[src/rtl/core/lsal_pkg.sv]
// Shared types, constants and helper functions of the lux unit.
`timescale 1ns / 1ps
package lsal_pkg;

  localparam int unsigned RawW      = 16;
  localparam int unsigned BaseW     = 24;
  localparam int unsigned ThrW      = 16;
  localparam int unsigned LuxW      = 49;
  localparam int unsigned ProdW     = RawW + BaseW;
  localparam int unsigned GainW     = 2;
  localparam int unsigned IntegW    = 3;
  localparam int unsigned ActW      = 3;
  localparam int unsigned CfgIdxW   = 3;
  localparam int unsigned CfgDataW  = 24;
  localparam int unsigned ShiftW    = 4;

  localparam logic [GainW-1:0]  GainTop  = 2'd3;
  localparam logic [IntegW-1:0] IntegTop = 3'd5;

  localparam logic [ThrW-1:0]  LowThrReset  = 16'd6553;
  localparam logic [ThrW-1:0]  HighThrReset = 16'd58981;
  localparam logic [BaseW-1:0] LuxBaseReset = 24'd60398;

  localparam int unsigned QueueDepthDefault = 2;

  typedef enum logic [CfgIdxW-1:0] {
    CFG_LOW_THR    = 3'd0,
    CFG_HIGH_THR   = 3'd1,
    CFG_LUX_BASE   = 3'd2,
    CFG_AUTO_EN    = 3'd3,
    CFG_START_GAIN = 3'd4,
    CFG_START_INT  = 3'd5
  } cfg_reg_e;

  typedef enum logic [ActW-1:0] {
    ACT_NONE   = 3'd0,
    ACT_RESET  = 3'd1,
    ACT_GAIN   = 3'd2,
    ACT_INTEG  = 3'd3,
    ACT_AT_MAX = 3'd4
  } range_action_e;

  // One classified reading on its way from front to back.
  typedef struct packed {
    logic [RawW-1:0]   raw;
    logic [GainW-1:0]  gain;
    logic [IntegW-1:0] integ;
    logic [GainW-1:0]  next_gain;
    logic [IntegW-1:0] next_integ;
    range_action_e     action;
  } lsal_item_t;

  // Combined left shift for gain x16/x8/x2/x1 and integration x32..x1.
  function automatic logic [ShiftW-1:0] scale_shift(input logic [GainW-1:0] g,
                                                    input logic [IntegW-1:0] t);
    logic [ShiftW-1:0] gs;
    logic [ShiftW-1:0] ts;
    case (g)
      2'd0:    gs = 4'd4;
      2'd1:    gs = 4'd3;
      2'd2:    gs = 4'd1;
      default: gs = 4'd0;
    endcase
    case (t)
      3'd0:    ts = 4'd5;
      3'd1:    ts = 4'd4;
      3'd2:    ts = 4'd3;
      3'd3:    ts = 4'd2;
      3'd4:    ts = 4'd1;
      default: ts = 4'd0;
    endcase
    return gs + ts;
  endfunction

endpackage

[src/rtl/core/lsal_front.sv]
// Front end: configuration registers, ranging state and item classification.
`timescale 1ns / 1ps
module lsal_front (
  input  logic                          clk_i,
  input  logic                          rst_ni,
  input  logic                          cfg_we_i,
  input  logic [lsal_pkg::CfgIdxW-1:0]  cfg_idx_i,
  input  logic [lsal_pkg::CfgDataW-1:0] cfg_data_i,
  input  logic                          in_valid_i,
  output logic                          in_stall_o,
  input  logic [lsal_pkg::RawW-1:0]     raw_count_i,
  input  logic                          q_full_i,
  output logic                          push_o,
  output lsal_pkg::lsal_item_t          item_o,
  output logic [lsal_pkg::BaseW-1:0]    lux_base_o
);
  import lsal_pkg::*;

  logic [ThrW-1:0]   low_thr_q;
  logic [ThrW-1:0]   high_thr_q;
  logic [BaseW-1:0]  lux_base_q;
  logic              auto_en_q;
  logic [GainW-1:0]  gain_q,  gain_d;
  logic [IntegW-1:0] integ_q, integ_d;
  range_action_e     action_d;
  logic              accept;

  assign in_stall_o = q_full_i;
  assign accept     = in_valid_i && !q_full_i;
  assign push_o     = accept;
  assign lux_base_o = lux_base_q;

  // Ranging decision for the current reading; reset to minimum wins.
  always_comb begin
    gain_d   = gain_q;
    integ_d  = integ_q;
    action_d = ACT_NONE;
    if (auto_en_q) begin
      if (raw_count_i >= high_thr_q) begin
        gain_d   = '0;
        integ_d  = '0;
        action_d = ACT_RESET;
      end else if (raw_count_i <= low_thr_q) begin
        if (gain_q != GainTop) begin
          gain_d   = gain_q + 2'd1;
          action_d = ACT_GAIN;
        end else if (integ_q != IntegTop) begin
          integ_d  = integ_q + 3'd1;
          gain_d   = '0;
          action_d = ACT_INTEG;
        end else begin
          action_d = ACT_AT_MAX;
        end
      end
    end
  end

  always_comb begin
    item_o.raw        = raw_count_i;
    item_o.gain       = gain_q;
    item_o.integ      = integ_q;
    item_o.next_gain  = gain_d;
    item_o.next_integ = integ_d;
    item_o.action     = action_d;
  end

  // Config writes and step updates; the user must write only while idle, the block does not enforce it.
  always_ff @(posedge clk_i or negedge rst_ni) begin
    if (!rst_ni) begin
      low_thr_q  <= LowThrReset;
      high_thr_q <= HighThrReset;
      lux_base_q <= LuxBaseReset;
      auto_en_q  <= 1'b1;
      gain_q     <= '0;
      integ_q    <= '0;
    end else if (cfg_we_i) begin
      case (cfg_idx_i)
        CFG_LOW_THR:    low_thr_q  <= cfg_data_i[ThrW-1:0];
        CFG_HIGH_THR:   high_thr_q <= cfg_data_i[ThrW-1:0];
        CFG_LUX_BASE:   lux_base_q <= cfg_data_i[BaseW-1:0];
        CFG_AUTO_EN:    auto_en_q  <= cfg_data_i[0];
        CFG_START_GAIN: gain_q     <= cfg_data_i[GainW-1:0];
        // out-of-range integration steps saturate to the top step
        CFG_START_INT:  integ_q    <= (cfg_data_i[IntegW-1:0] > IntegTop) ?
                                      IntegTop : cfg_data_i[IntegW-1:0];
        default: ;
      endcase
    end else if (accept) begin
      gain_q  <= gain_d;
      integ_q <= integ_d;
    end
  end

endmodule

[src/rtl/core/lsal_queue.sv]
// Short item queue between the ranging front end and the scaling back end.
`timescale 1ns / 1ps
module lsal_queue #(
  parameter int unsigned Depth = lsal_pkg::QueueDepthDefault
) (
  input  logic                 clk_i,
  input  logic                 rst_ni,
  input  logic                 push_i,
  input  lsal_pkg::lsal_item_t item_i,
  output logic                 full_o,
  output logic                 valid_o,
  input  logic                 pop_i,
  output lsal_pkg::lsal_item_t item_o
);
  import lsal_pkg::*;

  localparam int unsigned PtrW = (Depth > 1) ? $clog2(Depth) : 1;
  localparam int unsigned CntW = $clog2(Depth + 1);
  localparam logic [PtrW-1:0] LastPtr = PtrW'(Depth - 1);

  lsal_item_t      slots_q [Depth];
  logic [PtrW-1:0] wr_ptr_q, rd_ptr_q;
  logic [CntW-1:0] count_q;
  logic            do_push, do_pop;

  assign full_o  = (count_q == CntW'(Depth));
  assign valid_o = (count_q != '0);
  assign do_push = push_i && !full_o;
  assign do_pop  = pop_i && valid_o;
  assign item_o  = slots_q[rd_ptr_q];

  // Item storage
  always_ff @(posedge clk_i) begin
    if (do_push) begin
      slots_q[wr_ptr_q] <= item_i;
    end
  end

  // Pointers and fill count
  always_ff @(posedge clk_i or negedge rst_ni) begin
    if (!rst_ni) begin
      wr_ptr_q <= '0;
      rd_ptr_q <= '0;
      count_q  <= '0;
    end else begin
      if (do_push) begin
        wr_ptr_q <= (wr_ptr_q == LastPtr) ? '0 : wr_ptr_q + PtrW'(1);
      end
      if (do_pop) begin
        rd_ptr_q <= (rd_ptr_q == LastPtr) ? '0 : rd_ptr_q + PtrW'(1);
      end
      if (do_push && !do_pop) begin
        count_q <= count_q + CntW'(1);
      end else if (do_pop && !do_push) begin
        count_q <= count_q - CntW'(1);
      end
    end
  end

endmodule

[src/rtl/core/lsal_back.sv]
// Back end: lux scaling multiply and the output register.
`timescale 1ns / 1ps
module lsal_back (
  input  logic                                clk_i,
  input  logic                                rst_ni,
  input  logic                                q_valid_i,
  output logic                                q_pop_o,
  input  lsal_pkg::lsal_item_t                q_item_i,
  input  logic [lsal_pkg::BaseW-1:0]          lux_base_i,
  output logic                                out_valid_o,
  input  logic                                out_stall_i,
  output logic [lsal_pkg::LuxW-1:0]           lux_value_o,
  output logic [lsal_pkg::GainW-1:0]          gain_used_o,
  output logic [lsal_pkg::IntegW-1:0]         integration_used_o,
  output logic [lsal_pkg::GainW-1:0]          next_gain_o,
  output logic [lsal_pkg::IntegW-1:0]         next_integration_o,
  output logic [lsal_pkg::ActW-1:0]           range_action_o
);
  import lsal_pkg::*;

  logic              out_valid_q;
  logic [LuxW-1:0]   lux_q, lux_d;
  logic [ProdW-1:0]  prod;
  logic [ShiftW-1:0] shamt;
  lsal_item_t        item_q;
  logic              load;

  // Output register is free when empty or being taken this cycle
  assign load    = q_valid_i && (!out_valid_q || !out_stall_i);
  assign q_pop_o = load;

  // 16x24 product, then the combined power-of-two scale
  assign prod  = ProdW'(q_item_i.raw) * ProdW'(lux_base_i);
  assign shamt = scale_shift(q_item_i.gain, q_item_i.integ);
  assign lux_d = LuxW'(prod) << shamt;

  always_ff @(posedge clk_i or negedge rst_ni) begin
    if (!rst_ni) begin
      out_valid_q <= 1'b0;
    end else if (load) begin
      out_valid_q <= 1'b1;
    end else if (!out_stall_i) begin
      out_valid_q <= 1'b0;
    end
  end

  always_ff @(posedge clk_i) begin
    if (load) begin
      lux_q  <= lux_d;
      item_q <= q_item_i;
    end
  end

  assign out_valid_o        = out_valid_q;
  assign lux_value_o        = lux_q;
  assign gain_used_o        = item_q.gain;
  assign integration_used_o = item_q.integ;
  assign next_gain_o        = item_q.next_gain;
  assign next_integration_o = item_q.next_integ;
  assign range_action_o     = item_q.action;

endmodule

[src/rtl/core/light_sensor_autorange_lux_unit.sv]
// Top level of the light sensor auto-range lux unit.
//
// Takes one 16-bit raw light count per item and returns one result per item:
// the lux value (unsigned, 24 fraction bits) from raw_count * lux_base scaled
// by the gain and integration steps in force, plus the steps used, the steps
// after the auto-ranging decision and the ranging action. Sustained rate is
// one item per clock while neither side stalls; an accepted item is written
// into the queue and then into the output register, where its result is held
// while the output side is stalled. The rate is set by the per-item update of
// the gain/integration state in the front end and the
// single 16x24 multiply stage in the back end; a small queue (QueueDepth
// items) between them absorbs output stalls. Configuration writes take
// effect at once and are expected only while no item is in flight.
`timescale 1ns / 1ps
module light_sensor_autorange_lux_unit #(
  parameter int unsigned QueueDepth = lsal_pkg::QueueDepthDefault
) (
  input  logic                          clk_i,
  input  logic                          rst_ni,
  input  logic                          cfg_we_i,
  input  logic [lsal_pkg::CfgIdxW-1:0]  cfg_idx_i,
  input  logic [lsal_pkg::CfgDataW-1:0] cfg_data_i,
  input  logic                          in_valid_i,
  output logic                          in_stall_o,
  input  logic [lsal_pkg::RawW-1:0]     raw_count_i,
  output logic                          out_valid_o,
  input  logic                          out_stall_i,
  output logic [lsal_pkg::LuxW-1:0]     lux_value_o,
  output logic [lsal_pkg::GainW-1:0]    gain_used_o,
  output logic [lsal_pkg::IntegW-1:0]   integration_used_o,
  output logic [lsal_pkg::GainW-1:0]    next_gain_o,
  output logic [lsal_pkg::IntegW-1:0]   next_integration_o,
  output logic [lsal_pkg::ActW-1:0]     range_action_o
);
  import lsal_pkg::*;

  logic             q_full, q_valid, q_pop, push;
  lsal_item_t       push_item, pop_item;
  logic [BaseW-1:0] lux_base;

  lsal_front u_front (
    .clk_i       (clk_i),
    .rst_ni      (rst_ni),
    .cfg_we_i    (cfg_we_i),
    .cfg_idx_i   (cfg_idx_i),
    .cfg_data_i  (cfg_data_i),
    .in_valid_i  (in_valid_i),
    .in_stall_o  (in_stall_o),
    .raw_count_i (raw_count_i),
    .q_full_i    (q_full),
    .push_o      (push),
    .item_o      (push_item),
    .lux_base_o  (lux_base)
  );

  lsal_queue #(
    .Depth (QueueDepth)
  ) u_queue (
    .clk_i   (clk_i),
    .rst_ni  (rst_ni),
    .push_i  (push),
    .item_i  (push_item),
    .full_o  (q_full),
    .valid_o (q_valid),
    .pop_i   (q_pop),
    .item_o  (pop_item)
  );

  lsal_back u_back (
    .clk_i              (clk_i),
    .rst_ni             (rst_ni),
    .q_valid_i          (q_valid),
    .q_pop_o            (q_pop),
    .q_item_i           (pop_item),
    .lux_base_i         (lux_base),
    .out_valid_o        (out_valid_o),
    .out_stall_i        (out_stall_i),
    .lux_value_o        (lux_value_o),
    .gain_used_o        (gain_used_o),
    .integration_used_o (integration_used_o),
    .next_gain_o        (next_gain_o),
    .next_integration_o (next_integration_o),
    .range_action_o     (range_action_o)
  );

endmodule

[config.mk]
export PLATFORM = sky130hd
export DESIGN_NAME = light_sensor_autorange_lux_unit
export DESIGN_NICKNAME = d
export VERILOG_FILES = /design/src/rtl/core/lsal_pkg.sv /design/src/rtl/core/lsal_front.sv /design/src/rtl/core/lsal_queue.sv /design/src/rtl/core/lsal_back.sv /design/src/rtl/core/light_sensor_autorange_lux_unit.sv
export SDC_FILE = /design/constraint.sdc
export NUM_CORES = 1
export LEC_CHECK = 0
export ABC_AREA = 1
export CORE_MARGIN = 8
export CORE_UTILIZATION = 25
export DETAILED_ROUTE_END_ITERATION = 7
export DONT_BUFFER_PORTS = 1
export PLACE_DENSITY_LB_ADDON = 0.2
export SLEW_MARGIN = 5
export SYNTH_ARGS = -nofsm -noshare
export SYNTH_HDL_FRONTEND = slang
export SYNTH_SLANG_ARGS = --single-unit
[constraint.sdc]
create_clock -name clk_i -period 7.9 [get_ports clk_i]
set_input_delay 0.395 -clock clk_i [delete_from_list [all_inputs] [get_ports clk_i]]
set_output_delay 0.395 -clock clk_i [all_outputs]
set_load 0.01 [all_outputs]
### Word level (Yosys, flattened, before mapping)

Memory sizes are Yosys's and may differ from the RTL's.
Cells that the tools add are included.

| storage, ports and cells | value |
|---|---|
| memories kept | 1 |
| register bits after elaboration | 129 |
| word-level logic and storage cells | 102 |
| bits in read-only memories | 0 |
| RAM bits | 58 |
| bits of input ports | 48 |
| latch bits | 0 |

| cells by class | value |
|---|---|
| reductions and logical operators | 24 |
| $mul | 1 |
| div/mod/pow operators | 0 |
| add/sub/neg operators | 7 |
| shift-type cells | 1 |
| multiplexer cells | 32 |
| bitwise gates (word level) | 0 |
| magnitude comparators | 3 |
| equal/unequal tests | 17 |

Memories:

| name | words | bits a word | read ports | clocked after Yosys merged registers in | wr ports | line | source |
|---|---|---|---|---|---|---|---|
| u_queue.slots_q | 2 | 29 | 1 | 0 | 1 | lsal_queue.sv:21 | `lsal_item_t slots_q [Depth];` |

Operators by type and width:

| operator | count |
|---|---|
| 40-bit by 4-bit << shifter with 49-bit output | 1 |
| 3-bit 2-to-1 mux | 14 |
| 16-bit by 24-bit multiplier with 40-bit output | 1 |
| 2-bit 2-to-1 mux | 10 |
| 16-bit >= comparator | 1 |
| 16-bit <= comparator | 1 |
| 3-bit case mux with 5 select lines | 1 |
| 3-bit by 2-bit equality test with 1-bit output, second input constant | 4 |
| 2-bit AND reduction | 6 |
| 3-bit equality test, second input constant | 3 |
| 3-bit case mux with 3 select lines | 1 |
| 3-bit by 1-bit equality test with 1-bit output, second input constant | 2 |
| 1-bit logical AND | 6 |
| 3-bit zero test | 2 |
| 1-bit 2-to-1 mux | 6 |
| 2-bit by 1-bit inequality test with 1-bit output, second input constant | 3 |
| 2-bit nonzero test | 3 |
| 1-bit zero test | 5 |
| 2-bit by 1-bit adder with 2-bit output, second input constant | 2 |
| 3-bit by 3-bit adder with 4-bit output | 1 |
| 2-bit equality test, second input constant | 2 |
| 3-bit by 1-bit adder with 3-bit output, second input constant | 1 |
| 3-bit greater-than comparator, second input constant | 1 |
| 3-bit inequality test, second input constant | 1 |
| other kinds (6) | 7 |

### Longest topological paths before layout

| logic depth | value |
|---|---|
| word-level depth | 8 |
| depth in mapped cells | 36 |
| gate-level depth less buffers | 33 |

### Modules after synthesis

A second synthesis with hierarchy kept.

| second synthesis, totals | value |
|---|---|
| cell total of the unflattened synthesis | 3,008 |
| area total of the unflattened synthesis | 23,462.5 µm² |

Modules (own cells, without submodules):

| module | area an instance (µm²) | cells each | instances | sequential area each (µm²) |
|---|---|---|---|---|
| lsal_back | 17,420.5 | 2,388 | 1 | 1,886.8 |
| lsal_front | 3,701.0 | 437 | 1 | 1,587.8 |
| lsal_queue | 2,341.0 | 183 | 1 | 1,841.8 |

### Worst setup path after synthesis

OpenSTA, ideal clock, no wires.

| timing path | value |
|---|---|
| path type | register to register |
| start point | reg u_queue.rd_ptr_q |
| end point | reg u_back.lux_q[40] (netlist: u_back.lux_value_o[40]), data pin |
| arrival time | 6,135 ps |
| required time | 7,646 ps |
| buffers on the path | 2 |
| path slack | 1,511 ps |
| setup time | 254 ps |
| stages on the path, launching flop included | 34 |
| cells stage by stage | dfrtp_1 -> inv_1 -> clkbuf_1 -> or2_2 -> nand2_1 -> inv_1 -> clkbuf_1 -> nand2_1 -> fa_1 -> inv_1 -> fa_1 -> inv_1 -> fa_1 -> inv_1 -> fa_1 -> fa_1 -> inv_1 -> fa_1 -> inv_1 -> ha_1 -> nand2_2 -> inv_1 -> a21oi_1 -> inv_1 -> a21oi_2 -> nand2_1 -> nand2_1 -> nand2_1 -> nand2_1 -> nand3_1 -> nand3_1 -> nand3_1 -> nand3_1 -> nand2_1 |

| on the way | value |
|---|---|
| word-level cells in the longest chain between the ends | 5 |
| elaborated cells on any way between the ends | 14 |
| classes of those cells | add/sub: 1; mul: 1; eq/ne: 6; shift: 1; mux: 2; reduce/logical: 2; memory: 1 |

Ends and longest elaborated chain:

| item | line | source |
|---|---|---|
| start, declared | lsal_queue.sv:22 | `logic [PtrW-1:0] wr_ptr_q, rd_ptr_q;` |
| start signal, assigned | lsal_queue.sv:50 | `rd_ptr_q <= (rd_ptr_q == LastPtr) ? '0 : rd_ptr_q + PtrW'(1);` |
| memory read 2 x 29 bit * | -- |  |
| branches (longest 3 deep; another with 16-bit by 24-bit multiplier with 40-bit output) | -- |  |
| 40-bit by 4-bit << shifter with 49-bit output * | lsal_back.sv:35 | `assign lux_d = LuxW'(prod) << shamt;` |
| via u_back.lux_d[40] | lsal_back.sv:22 | `logic [LuxW-1:0] lux_q, lux_d;` |
| end signal, assigned | lsal_back.sv:49 | `lux_q <= lux_d;` |
| end, declared | lsal_back.sv:22 |  |

Mark *: on every way through the listed nets, which the timed path passes.
A chain may end at the register's enable or synchronous reset.

### Worst setup path after layout

| timing path | value |
|---|---|
| start point | reg u_queue.rd_ptr_q |
| end point | reg u_back.lux_q[36] (netlist: u_back.lux_value_o[36]), data pin |

Same word-level chain as after synthesis.

==> summary.md <==
| Metric | Value |
|---|---|
| Status | finished clean |
| I/O pin total | 112 |
| Skew final | 24.3 ps |
| Min Hold Slack | just under 70 ps |
| GRT Resource Usage Total | 14.5% |
| Number of I/O port buffers | 0 |
| Worst path slowest cell | fa_1 |
| Min cycle time layout | 7190 ps |
| Count leader, synth | nand2_1 |
| FFs w/ async S/R, synth | 35.8% |
| CTS max path bufs | 2 |
| Die H | 317 µm |
| Worst Path Max Fanout | 29 |
| Largest area contributor in the netlist | fa_1 |
| Gpl congestion | 0.851 |
| WL final | a little over 70,000 µm |
| Final Cycle Share | about nine tenths |
| Final Max Tran Viols | 0 |
| Post-synthesis cell type count | 39 |
| # rows | 110 |
| DR DRC count | 0 |
| Post-Syn Nets | 3,337 |
| Top cell type's share of synthesized area | a little over a quarter |
| Yosys warnings | 0 |
| Clk pin slew, worst setup/hold paths | 80 ps |
| WS Path Type | reg -> reg |
| Area growth syn-to-layout | 9.56% |
| Commonest cells post-synth | nand2_1 (648), inv_1 (571), fa_1 (307) |
| Fmax | 139 MHz |
| Cts bufs inserted | 17 |
| Global-route wire length before repair | between 100,000 and 150,000 µm |
| DR WL/cell | 18.0 µm |
| Crit start category | flop |
| Final hold viol count | 0 |
| # diodes | 0 |
| Cell area after technology mapping | 22,700 µm² |
| Worst Max-Slew Pin Slew | 1020 ps |
| Fillers | 9,940 |
| Vias per std cell | 4.43 |
| Main flop type after synthesis | edfxtp_1 |
| Worst EP arrival | 7410 ps |
| Iteration-0 DRC Markers | 1,146 |
| Number of global-route vias before repair | 18,679 |
| Die area | 101,000 µm² |
| Number of synthesized flops with an enable pin | 120 |
| Pin count of the biggest net entering global routing | 68 |
| Synth Area per Inst | 8.02 µm² |
| Gr ovfl total | 0 |
| Critical Path RT | between 8000 and 9000 ps |
| Area contributors post-synth | fa_1 (27%), edfxtp_1 (16%), nand2_1 (11%) |
| Core Footprint | 90,000 µm² |
| Clock Sinks | 187 |
| Critical path's largest stage delay | 560 ps |
| Die Wd | 317 µm |
| Unrepaired setup endpoints after global routing | no |
| #FFs+latches synth | 187 |
| CTS tree | yes |
| Post-DP HPWL | 59,600 µm |
| Post-Route Setup TNS | 0 ps |
| Initial antenna violation count | 0 |
| Detailed Routing Iterations Pass 1 | 5 |
| Via count | 17,691 |
| Root cell of the clock tree | clkbuf_16 |
| PostCTS Resize Cnt | 0 |
| Maxcap violations | 0 |
| Mapped Cells | roughly 2,800 |
| HP Class | in -> reg |
| Worst skew pair latency | between 400 and 500 ps |
| Seq/Total Area, Yosys | between 20% and 30% |
| Share of layout cells above drive strength 1 | roughly 6.4% |
| Final net count | 3,308 |
| Worst slew margin | 31.3% |
| Setup-failing EPs final | 0 |
| Initial Utilization | 25.2% |
| Worst setup EP type | flop |
| H-tree levels | 4 |
| Antenna Nets Post-Route | 0 |
## timing repair
item | 4_1_cts | 5_1_grt
hold buffers | 18 | 0
buffers inserted | 0 | 0
endpoints found under the hold margin | 99 | 0
## cell families after synthesis
group | Yosys count | synth area share (%)
DFF | 187 | 23.4
adders and majority gates | 460 | 35.5
and+or+nand+nor | 1271 | 23.9
muxes | 5 | 0.221
xor gates and xnor gates | 21 | 0.811
buffers and inverters | 689 | 11.5
AOI/OAI and AO/OA | 196 | 4.62
## flip-flops by register name, indices dropped and copies added (netlist names)
name and count:
u_queue.slots_q 58, u_back.lux_value_o 49, u_front.lux_base_o 24, u_front.high_thr_q 16, u_front.low_thr_q 16, u_back.integration_used_o 3
u_back.next_integration_o 3, u_back.range_action_o 3, u_front.integ_q 3, u_back.gain_used_o 2, u_back.next_gain_o 2, u_front.gain_q 2
u_queue.count_q 2, u_back.out_valid_o 1, u_front.auto_en_q 1, u_queue.rd_ptr_q 1, u_queue.wr_ptr_q 1
## metal layers
| layer | routed length (µm) | track usage [%] |
|---|---|---|
| met1 | 34000 | 19.8 |
| met4 | 2090 | 4.69 |
| met2 | 32400 | 23.2 |
| met5 | 0 | 0 |
| met3 | 3230 | 2.51 |
## layout make-up
class	count	area, µm²	share of cell area, %
clock buffers	17	425	1.71
clock inverters	15	188	0.755
inverters	587	2200	8.86
repair buffers	54	468	1.88
flip-flops and latches	187	5320	21.4
multi-input cells	1953	14800	59.5
well taps	1176	1470	5.92
## cells in the final DEF (no fill, tap or decap), drive strengths merged
| cell type | instances |
|---|---|
| a31oi | 4 |
| xor2 | 8 |
| xnor2 | 13 |
| clkinv | 17 |
| inv | 584 |
| o21ai | 108 |
| dfrtp | 38 |
| o211ai | 9 |
| clkbuf | 17 |
| a21o | 1 |
| and2 | 1 |
| fa | 307 |
| a221oi | 1 |
| buf | 37 |
| a21oi | 68 |
| ha | 153 |
| nand2 | 659 |
| nand4 | 13 |
| or2 | 38 |
| dfstp | 29 |
| edfxtp | 120 |
| o21a | 2 |
| nand3 | 272 |
| dlygate4sd3 | 17 |
| o21bai | 3 |
| nor2 | 272 |
| nand3b | 8 |
| mux2i | 5 |
| bufinv | 1 |
| nor3 | 8 |
## path summary, 6_finish.rpt
check	slack, ps	start	depth (start not counted)	endpoint
max	710	u_queue.rd_ptr_q	29	u_back.lux_value_o[36]
min	70	out_stall_i	2	u_back.out_valid_o
max reg2reg	710	u_queue.rd_ptr_q	29	u_back.lux_value_o[36]
min reg2reg	490	u_front.low_thr_q[6]	2	u_front.low_thr_q[6]
max in group asynchronous	7110	rst_ni	2	u_front.lux_base_o[15]
min in group asynchronous	440	rst_ni	2	u_front.low_thr_q[5]
## through the flow
| step | util (%) | setup WS, ps | std cells | instance area [µm²] |
|---|---|---|---|---|
| 2_1_floorplan | - | 1510 | 2829 | 22700 |
| 3_3_place_gp | 26.7 | 614 | 3939 | 24000 |
| 3_5_place_dp | 26.7 | 704 | 3939 | 24000 |
| 4_1_cts | 27.6 | 675 | 3989 | 24900 |
| 5_1_grt | 27.6 | 209 | 3989 | 24900 |
| 6_report | 27.6 | 712 | 3989 | 24900 |
## critical path, delay by kind of cell, from the launching register on
kind	cells	cell delay, ps
buffers and inverters	8	1050
flip-flops	1	350
XOR/XNOR	1	410
AO/OA/AOI/OAI	2	400
adder cells (fa/ha/maj)	7	3410
AND/OR/NAND/NOR	11	1270
Power is not shown: default switching activity piles up to over one toggle a cycle in this logic, so the estimate is an artifact.
